--- config.mk ---
export PLATFORM = sky130hd
export DESIGN_NAME = set_dueling_monitor
export DESIGN_NICKNAME = d
export VERILOG_FILES = /design/src/rtl/core/sdm_pkg.sv /design/src/rtl/core/sdm_ram.sv /design/src/rtl/core/set_dueling_monitor.sv
export SDC_FILE = /design/constraint.sdc
export NUM_CORES = 2
export LEC_CHECK = 0
export BUFFER_PORTS_ARGS = -buffer_cell sky130_fd_sc_hd__buf_2
export CAP_MARGIN = 20
export CORE_MARGIN = 5
export CORE_UTILIZATION = 59
export DETAILED_ROUTE_END_ITERATION = 6
export GPL_ROUTABILITY_DRIVEN = 0
export PLACE_DENSITY = 0.75
export SLEW_MARGIN = 20
export SYNTH_ARGS = -nofsm -noshare
export SYNTH_HDL_FRONTEND = slang
export SYNTH_SLANG_ARGS = --single-unit
--- constraint.sdc ---
create_clock -name clk_i -period 70.7 [get_ports clk_i]
set_clock_uncertainty 0.2 [all_clocks]
set_input_delay 10.605 -clock clk_i [delete_from_list [all_inputs] [get_ports clk_i]]
set_output_delay 10.605 -clock clk_i [all_outputs]
set_load 0.005 [all_outputs]
--- src/rtl/core/sdm_pkg.sv ---
// Types and constants used by the set-dueling monitor.
package sdm_pkg;

  localparam int unsigned IndexWidth    = 10;
  localparam int unsigned CfgIndexWidth = 2;
  localparam int unsigned CfgDataWidth  = 11;
  localparam int unsigned RoleWidth     = 2;

  // Register indexes of the configuration port.
  localparam logic [CfgIndexWidth-1:0] CfgConstituencySize = 2'd0;
  localparam logic [CfgIndexWidth-1:0] CfgTeamSize         = 2'd1;
  localparam logic [CfgIndexWidth-1:0] CfgLowCount         = 2'd2;
  localparam logic [CfgIndexWidth-1:0] CfgHighCount        = 2'd3;

  // Register reset values.
  localparam logic [10:0] ConstituencySizeReset = 11'd64;
  localparam logic [9:0]  TeamSizeReset         = 10'd1;
  localparam logic [9:0]  LowCountReset         = 10'd512;
  localparam logic [9:0]  HighCountReset        = 10'd512;

  // Operation codes.
  localparam logic OpInit   = 1'b0;
  localparam logic OpAccess = 1'b1;

  // Bits of a stored role.
  localparam int unsigned RoleSampleBit = 0;
  localparam int unsigned RoleTeamBit   = 1;

  typedef struct packed {
    logic                  operation;
    logic [IndexWidth-1:0] entry_index;
  } in_t;

  typedef struct packed {
    logic is_sample;
    logic team;
    logic winner;
  } out_t;

endpackage

--- src/rtl/core/sdm_ram.sv ---
// Generic simple dual-port RAM with one write port and one registered read port.
module sdm_ram #(
  parameter int unsigned Width = 2,
  parameter int unsigned Depth = 1024
) (
  input  logic                     clk_i,
  input  logic                     we_i,
  input  logic [$clog2(Depth)-1:0] waddr_i,
  input  logic [Width-1:0]         wdata_i,
  input  logic                     re_i,
  input  logic [$clog2(Depth)-1:0] raddr_i,
  output logic [Width-1:0]         rdata_o
);

  logic [Width-1:0] mem_q [Depth];
  logic [Width-1:0] rdata_q;

  always_ff @(posedge clk_i) begin
    if (we_i) begin
      mem_q[waddr_i] <= wdata_i;
    end
    if (re_i) begin
      rdata_q <= mem_q[raddr_i];
    end
  end

  assign rdata_o = rdata_q;

endmodule

--- src/rtl/core/set_dueling_monitor.sv ---
// Set-dueling monitor: sample role store, region counter and saturating selector.
//
// Items enter on the in channel (valid/ready) and each gives one result on the
// out channel (valid/ready). An init item may give the entry a sample role from
// the rolling region counter; an access item looks up the role and, for a sample
// entry, moves the selector counter, which sets or clears the winner flag.
// A result passes through the lookup stage and the output register after its
// item is transferred. The block takes one item per cycle while the clearing
// pass is over and the receiver does not stall; that rate is set by the single
// role RAM read and at most one write per item, with a bypass for back-to-back
// updates of the same entry.
// A result waiting in the output register does not block the next transfer
// until the stage behind it is also full; a stalled receiver then holds the
// whole pipeline with no loss.
// After reset the role RAM is cleared one entry per cycle; in_ready_o stays low
// until the pass ends.
// Configuration writes are always accepted and must be issued only while the
// block is idle.
module set_dueling_monitor #(
  parameter int unsigned NUM_ENTRIES  = 1024,
  parameter int unsigned COUNTER_BITS = 10
) (
  input  logic                               clk_i,
  input  logic                               rst_ni,
  input  logic                               in_valid_i,
  output logic                               in_ready_o,
  input  sdm_pkg::in_t                       in_data_i,
  output logic                               out_valid_o,
  input  logic                               out_ready_i,
  output sdm_pkg::out_t                      out_data_o,
  input  logic                               cfg_valid_i,
  output logic                               cfg_ready_o,
  input  logic [sdm_pkg::CfgIndexWidth-1:0]  cfg_index_i,
  input  logic [sdm_pkg::CfgDataWidth-1:0]   cfg_data_i
);

  localparam int unsigned AddrWidth = $clog2(NUM_ENTRIES);
  localparam logic [AddrWidth-1:0] LastAddr = AddrWidth'(NUM_ENTRIES - 1);
  localparam logic [COUNTER_BITS-1:0] SelMax = {COUNTER_BITS{1'b1}};
  localparam logic [COUNTER_BITS-1:0] SelMid = SelMax >> 1;
  localparam logic WinnerReset =
    (32'(SelMid) < 32'(sdm_pkg::LowCountReset)) ? 1'b0 : 1'b1;

  // Configuration registers.
  logic [10:0] cons_size_q;
  logic [9:0]  team_size_q;
  logic [9:0]  low_count_q;
  logic [9:0]  high_count_q;

  // Clearing pass.
  logic                 clr_busy_q;
  logic [AddrWidth-1:0] clr_addr_q;

  // Region and selector state.
  logic [9:0]              region_q, region_d;
  logic [COUNTER_BITS-1:0] sel_q, sel_d;
  logic                    winner_q, winner_d;

  // Lookup stage.
  logic                                s1_valid_q;
  logic                                s1_op_q;
  logic                                s1_idx_ok_q;
  logic [AddrWidth-1:0]                s1_addr_q;
  logic [sdm_pkg::RoleWidth-1:0]       s1_add_q;
  logic                                byp_hit_q;
  logic [sdm_pkg::RoleWidth-1:0]       byp_role_q;

  // Output register.
  logic          out_valid_q;
  sdm_pkg::out_t out_data_q;

  logic                          in_fire;
  logic                          s1_adv;
  logic                          s1_fire;
  logic                          in_idx_ok;
  logic [AddrWidth-1:0]          in_addr;
  logic [sdm_pkg::RoleWidth-1:0] in_add;
  logic [10:0]                   region_sum;
  logic [9:0]                    region_inc;
  logic [sdm_pkg::RoleWidth-1:0] rd_role;
  logic [sdm_pkg::RoleWidth-1:0] old_role;
  logic [sdm_pkg::RoleWidth-1:0] new_role;
  logic [sdm_pkg::RoleWidth-1:0] s1_role;
  logic                          s1_write;
  logic                          ram_we;
  logic [AddrWidth-1:0]          ram_waddr;
  logic [sdm_pkg::RoleWidth-1:0] ram_wdata;
  logic                          byp_hit_d;

  assign cfg_ready_o = 1'b1;

  assign s1_adv     = !out_valid_q || out_ready_i;
  assign s1_fire    = s1_valid_q && s1_adv;
  assign in_ready_o = !clr_busy_q && (!s1_valid_q || s1_adv);
  assign in_fire    = in_valid_i && in_ready_o;

  assign in_idx_ok = 32'(in_data_i.entry_index) < 32'(NUM_ENTRIES);
  assign in_addr   = AddrWidth'(in_data_i.entry_index);

  // Role assigned by an init, from the region counter.
  assign region_sum = {1'b0, region_q} + {1'b0, team_size_q};
  assign region_inc = region_q + 10'd1;

  always_comb begin
    in_add = '0;
    if (region_q < team_size_q) begin
      in_add[sdm_pkg::RoleSampleBit] = 1'b1;
    end else if (region_sum >= cons_size_q) begin
      in_add[sdm_pkg::RoleSampleBit] = 1'b1;
      in_add[sdm_pkg::RoleTeamBit]   = 1'b1;
    end
  end

  always_comb begin
    region_d = region_q;
    if (in_fire && (in_data_i.operation == sdm_pkg::OpInit)) begin
      region_d = ({1'b0, region_inc} >= cons_size_q) ? 10'd0 : region_inc;
    end
  end

  // Lookup stage: take the read role or the bypass from the previous update, then add the init bits.
  assign old_role = byp_hit_q ? byp_role_q : rd_role;
  assign new_role = old_role | s1_add_q;
  assign s1_write = s1_fire && (s1_op_q == sdm_pkg::OpInit) && s1_idx_ok_q;

  always_comb begin
    s1_role = '0;
    if (s1_idx_ok_q) begin
      s1_role = (s1_op_q == sdm_pkg::OpInit) ? new_role : old_role;
    end
  end

  assign byp_hit_d = s1_valid_q && (s1_op_q == sdm_pkg::OpInit) && s1_idx_ok_q &&
                     (s1_addr_q == in_addr);

  always_comb begin
    sel_d    = sel_q;
    winner_d = winner_q;
    if (s1_fire && (s1_op_q == sdm_pkg::OpAccess) && s1_role[sdm_pkg::RoleSampleBit]) begin
      if (s1_role[sdm_pkg::RoleTeamBit]) begin
        if (sel_q != SelMax) begin
          sel_d = sel_q + COUNTER_BITS'(1);
        end
        if (32'(sel_d) >= 32'(high_count_q)) begin
          winner_d = 1'b1;
        end
      end else begin
        if (sel_q != '0) begin
          sel_d = sel_q - COUNTER_BITS'(1);
        end
        if (32'(sel_d) < 32'(low_count_q)) begin
          winner_d = 1'b0;
        end
      end
    end
  end

  // The write port serves the clearing pass first, then role updates.
  always_comb begin
    ram_we    = s1_write;
    ram_waddr = s1_addr_q;
    ram_wdata = new_role;
    if (clr_busy_q) begin
      ram_we    = 1'b1;
      ram_waddr = clr_addr_q;
      ram_wdata = '0;
    end
  end

  sdm_ram #(
    .Width (sdm_pkg::RoleWidth),
    .Depth (NUM_ENTRIES)
  ) u_role_ram (
    .clk_i   (clk_i),
    .we_i    (ram_we),
    .waddr_i (ram_waddr),
    .wdata_i (ram_wdata),
    .re_i    (in_fire),
    .raddr_i (in_addr),
    .rdata_o (rd_role)
  );

  always_ff @(posedge clk_i or negedge rst_ni) begin
    if (!rst_ni) begin
      cons_size_q  <= sdm_pkg::ConstituencySizeReset;
      team_size_q  <= sdm_pkg::TeamSizeReset;
      low_count_q  <= sdm_pkg::LowCountReset;
      high_count_q <= sdm_pkg::HighCountReset;
    end else if (cfg_valid_i) begin
      case (cfg_index_i)
        sdm_pkg::CfgConstituencySize: cons_size_q  <= cfg_data_i;
        sdm_pkg::CfgTeamSize:         team_size_q  <= cfg_data_i[9:0];
        sdm_pkg::CfgLowCount:         low_count_q  <= cfg_data_i[9:0];
        sdm_pkg::CfgHighCount:        high_count_q <= cfg_data_i[9:0];
        default: ;
      endcase
    end
  end

  always_ff @(posedge clk_i or negedge rst_ni) begin
    if (!rst_ni) begin
      clr_busy_q  <= 1'b1;
      clr_addr_q  <= '0;
      region_q    <= '0;
      sel_q       <= SelMid;
      winner_q    <= WinnerReset;
      s1_valid_q  <= 1'b0;
      out_valid_q <= 1'b0;
    end else begin
      if (clr_busy_q) begin
        clr_addr_q <= clr_addr_q + AddrWidth'(1);
        if (clr_addr_q == LastAddr) begin
          clr_busy_q <= 1'b0;
        end
      end
      region_q <= region_d;
      sel_q    <= sel_d;
      winner_q <= winner_d;
      if (in_fire) begin
        s1_valid_q <= 1'b1;
      end else if (s1_fire) begin
        s1_valid_q <= 1'b0;
      end
      if (s1_fire) begin
        out_valid_q <= 1'b1;
      end else if (out_ready_i) begin
        out_valid_q <= 1'b0;
      end
    end
  end

  always_ff @(posedge clk_i) begin
    if (in_fire) begin
      s1_op_q     <= in_data_i.operation;
      s1_idx_ok_q <= in_idx_ok;
      s1_addr_q   <= in_addr;
      s1_add_q    <= in_add;
      byp_hit_q   <= byp_hit_d;
      byp_role_q  <= new_role;
    end
    if (s1_fire) begin
      out_data_q.is_sample <= s1_role[sdm_pkg::RoleSampleBit];
      out_data_q.team      <= s1_role[sdm_pkg::RoleSampleBit] &
                              s1_role[sdm_pkg::RoleTeamBit];
      out_data_q.winner    <= winner_d;
    end
  end

  assign out_valid_o = out_valid_q;
  assign out_data_o  = out_data_q;

endmodule
==> qor.yml <==
floorplan:
  ioPinCount: 35
  rows: 142
  dieArea_um2: 159000
  fp.dieH_um: 399
  initial_core_util: 0.595
  die_w_um: 399
  core_um2: 150000
power_and_ir_drop:
  leakage_nw: 30.1
  p_seq_frac: 0.524
  total_power_mw: 2.74
  ir_worst_vdd_mv: 0.0270
  p_sw_mw: 0.622
  switching_share: 0.227
  combPwrFrac: 0.078
  p_per_area_nw_per_um2: 28.0
  pwr-share-clk: 0.398
  p_int_mw: 2.12
yosys:
  syn-cell-area_um2: 89300
  ys.flop_type: "edfxtp_1"
  netlist_instances: 5343
  ys_warn_count: 0
  ys_types: 78
  synth_edf_count: 2069
  seq_area_frac_synth: 0.717
  avgSynthCellArea_um2: 16.7
  async_flop_share: 0.0350
  ys_ff_latch: 2144
  syn_nets: 5437
layout:
  drive_gt1_frac: 0.194
  final_common_cell: "edfxtp_1"
  layout_common_cells: "edfxtp_1 (2,069), nor2_1 (1,099), mux4_2 (468), clkbuf_16 (211), nand2_1 (160)"
  fin_util: 0.653
  area_growth_syn_to_layout_pct: 9.83
  nets: 5398
global_route:
  grt_pass1_vias: 50500
  gr-usage-met2: 0.453
  grt_antenna_before_repair: 4
  overflow: 0
  grt_busiest_layer: "met2"
  track_usage: 0.285
  grt_use_met3: 0.0678
  grt_pass1_wl_um: 329000
  grt_max_degree: 273
  use_met1: 0.388
timing:
  rsz0062_at_grt: "no"
  hold_viol: 0
  tns_ps: 0
  timing.hold.ws_ps: 304
  finalMaxSlewViolations: 0
  post-route-period-util: 0.311
  worst_slew_margin_rel: 0.134
  tightest_slew_ps: 1300
  fmax_mhz: 45.5
  period_minus_slack_ps: 21980
  setup_viol: 0
setup_path:
  cpMaxStageDelayCell: "nor2b_1"
  arrival_ps: 11170
  end_kind: "output port"
  required_ps: 59900
  worstSetupPathType: "input port to output port"
  cp-start-kind: "input port"
  crit_path_max_fanout: 2
  worst_path_most_repeated_cell: "buf_2"
  crit_chain: "buf_2 > nor2b_1 > a21oi_1 > buf_2"
  rrSetupSlack_ps: 65750
  slowest_delay_ps: 170
clock_network:
  insertion_delay_ps: 820
  ctsHoldBuffers: 0
  numCtsBuffers: 206
  clockRootBuffer: "clkbuf_16"
  htreeDepth: 4
  cts.clk_slew.worst_paths_ps: 60
  cts_tree: "yes"
  postCtsSetupRepairBufs: 0
  cts_num_sinks: 2144
  cts.path.max_buffers: 3
  cts_resized: 0
run_status:
  status: "finished clean"
detailed_routing:
  drtIter0Drc: 7152
  wl_um: 225000
  vias: 50000
  drt-pass1-iter-count: 6
  ant_nets: 0
  via_per_inst: 6.66
  drc: 0
  wl_per_cell_um: 30.0
placement:
  port_buffers: 33
  hpwl_um: 129000
job:
  cap_violations: 0
hold_path:
  min-delay-path-class: "register to register"
-- metal layers --
metal | part of all wire | vias to the layer above
met5 | 0.00020 | -
met4 | 0.046 | 6
met3 | 0.12 | 546
met2 | 0.48 | 3155
met1 | 0.36 | 25700
li1 | - | 20600
-- cell families after synthesis --
kind of cell / after synthesis / synth area share
AO/OA/AOI/OAI: 430 / 0.0333
XOR/XNOR: 48 / 0.00471
adder cells (fa/ha/maj): 65 / 0.00919
buffers and inverters: 469 / 0.0247
flip-flops: 2144 / 0.717
multiplexers: 671 / 0.141
other: 1 / 0.0000420
AND/OR/NAND/NOR: 1515 / 0.0695
-- cell type report --
cell class              count  area, um2
flip-flops and latches   2144      64000
fillers                  9988      52100
multi-input cells        2730      23300
clock buffers             247       5430
well taps                2016       2520
clock inverters           143       1290
repair buffers            156       1250
inverters                  66        248
diodes                      4       10.0
-- power by group through the flow --
stage | Combinational [mW] | Sequential [mW] | Clock [mW]
finish | 0.214 | 1.44 | 1.09
detailed placement | 0.211 | 1.46 | 0
global placement | 0.207 | 1.46 | 0
floorplan | 0.150 | 1.52 | 0
global route | 0.233 | 1.44 | 1.16
CTS | 0.213 | 1.44 | 1.10
-- worst max-delay path, delay by kind of cell --
family | cells | cell delay [ps]
buffers and inverters | 2 | 280
and+or+nand+nor | 1 | 170
AOI/OAI and AO/OA | 1 | 120
-- registers in the layout (all words and copies together), names as in the netlist --
signal and count:
region_q 10, out_valid_o 1, team_size_q 10, s1_valid_q 1
u_role_ram.rdata_o 2, clr_addr_q 10, byp_role_q 2, u_role_ram.mem_q 2048
low_count_q 10, byp_hit_q 1, high_count_q 10, s1_op_q 1
cons_size_q 11, sel_q 10, s1_addr_q 10, clr_busy_q 1
s1_add_q 2, out_data_o 3, winner_q 1
-- per-stage QoR --
stage / setup slack [ps] / std cells / instance area [um2]
finish: 48720 / 7506 / 98100
global route: 48700 / 7502 / 98100
CTS: 48750 / 7501 / 98000
detailed placement: 48750 / 7111 / 91300
global placement: 48750 / 7109 / 91200
floorplan: 36630 / 5343 / 89300
-- synthesized netlist by cell type (5+ instances only) --
library cell | n | area share
and2_1 | 11 | 0.00077
o211ai_1 | 21 | 0.0018
o22ai_1 | 55 | 0.0039
o221ai_1 | 8 | 0.00078
o21a_1 | 8 | 0.00067
xnor2_1 | 32 | 0.0031
nand2_1 | 189 | 0.0079
a21o_1 | 8 | 0.00067
or4_1 | 5 | 0.00042
nor2b_1 | 21 | 0.0015
and3_1 | 12 | 0.00084
a22oi_1 | 82 | 0.0069
buf_1 | 55 | 0.0023
buf_6 | 22 | 0.0028
nor3_1 | 17 | 0.00095
mux2i_1 | 153 | 0.017
a31oi_1 | 9 | 0.00063
buf_4 | 39 | 0.0033
dfstp_2 | 14 | 0.0041
a2111oi_0 | 10 | 0.00098
mux2_2 | 50 | 0.0063
ha_1 | 64 | 0.0090
a21oi_1 | 68 | 0.0038
o2111ai_1 | 5 | 0.00049
nand2b_1 | 20 | 0.0014
inv_1 | 64 | 0.0027
a22o_1 | 20 | 0.0020
clkbuf_1 | 223 | 0.0094
buf_2 | 59 | 0.0033
nor3b_1 | 7 | 0.00059
a211oi_1 | 26 | 0.0022
dfrtp_1 | 61 | 0.017
nor4_1 | 16 | 0.0011
or2_2 | 7 | 0.00049
xor2_1 | 16 | 0.0016
o21ai_0 | 58 | 0.0033
nand3_1 | 58 | 0.0033
nor2_1 | 1104 | 0.046
edfxtp_1 | 2069 | 0.70
or3_1 | 7 | 0.00049
a221o_1 | 8 | 0.00090
a221oi_1 | 13 | 0.0013
mux4_2 | 468 | 0.12
nand4_1 | 27 | 0.0019
-- path summary, 6_finish.rpt --
check / start / cells past startpoint / to
worst max-delay path: out_ready_i / 4 / in_ready_o
worst min-delay path: high_count_q[2] / 1 / high_count_q[2]
worst max register to register: clr_busy_q / 5 / u_role_ram.mem_q[305][0]
worst min register to register: high_count_q[2] / 1 / high_count_q[2]
max in group asynchronous: rst_ni / 2 / clr_busy_q
min in group asynchronous: rst_ni / 1 / cons_size_q[10]
Note: power is estimated with default switching activity, not from simulation.
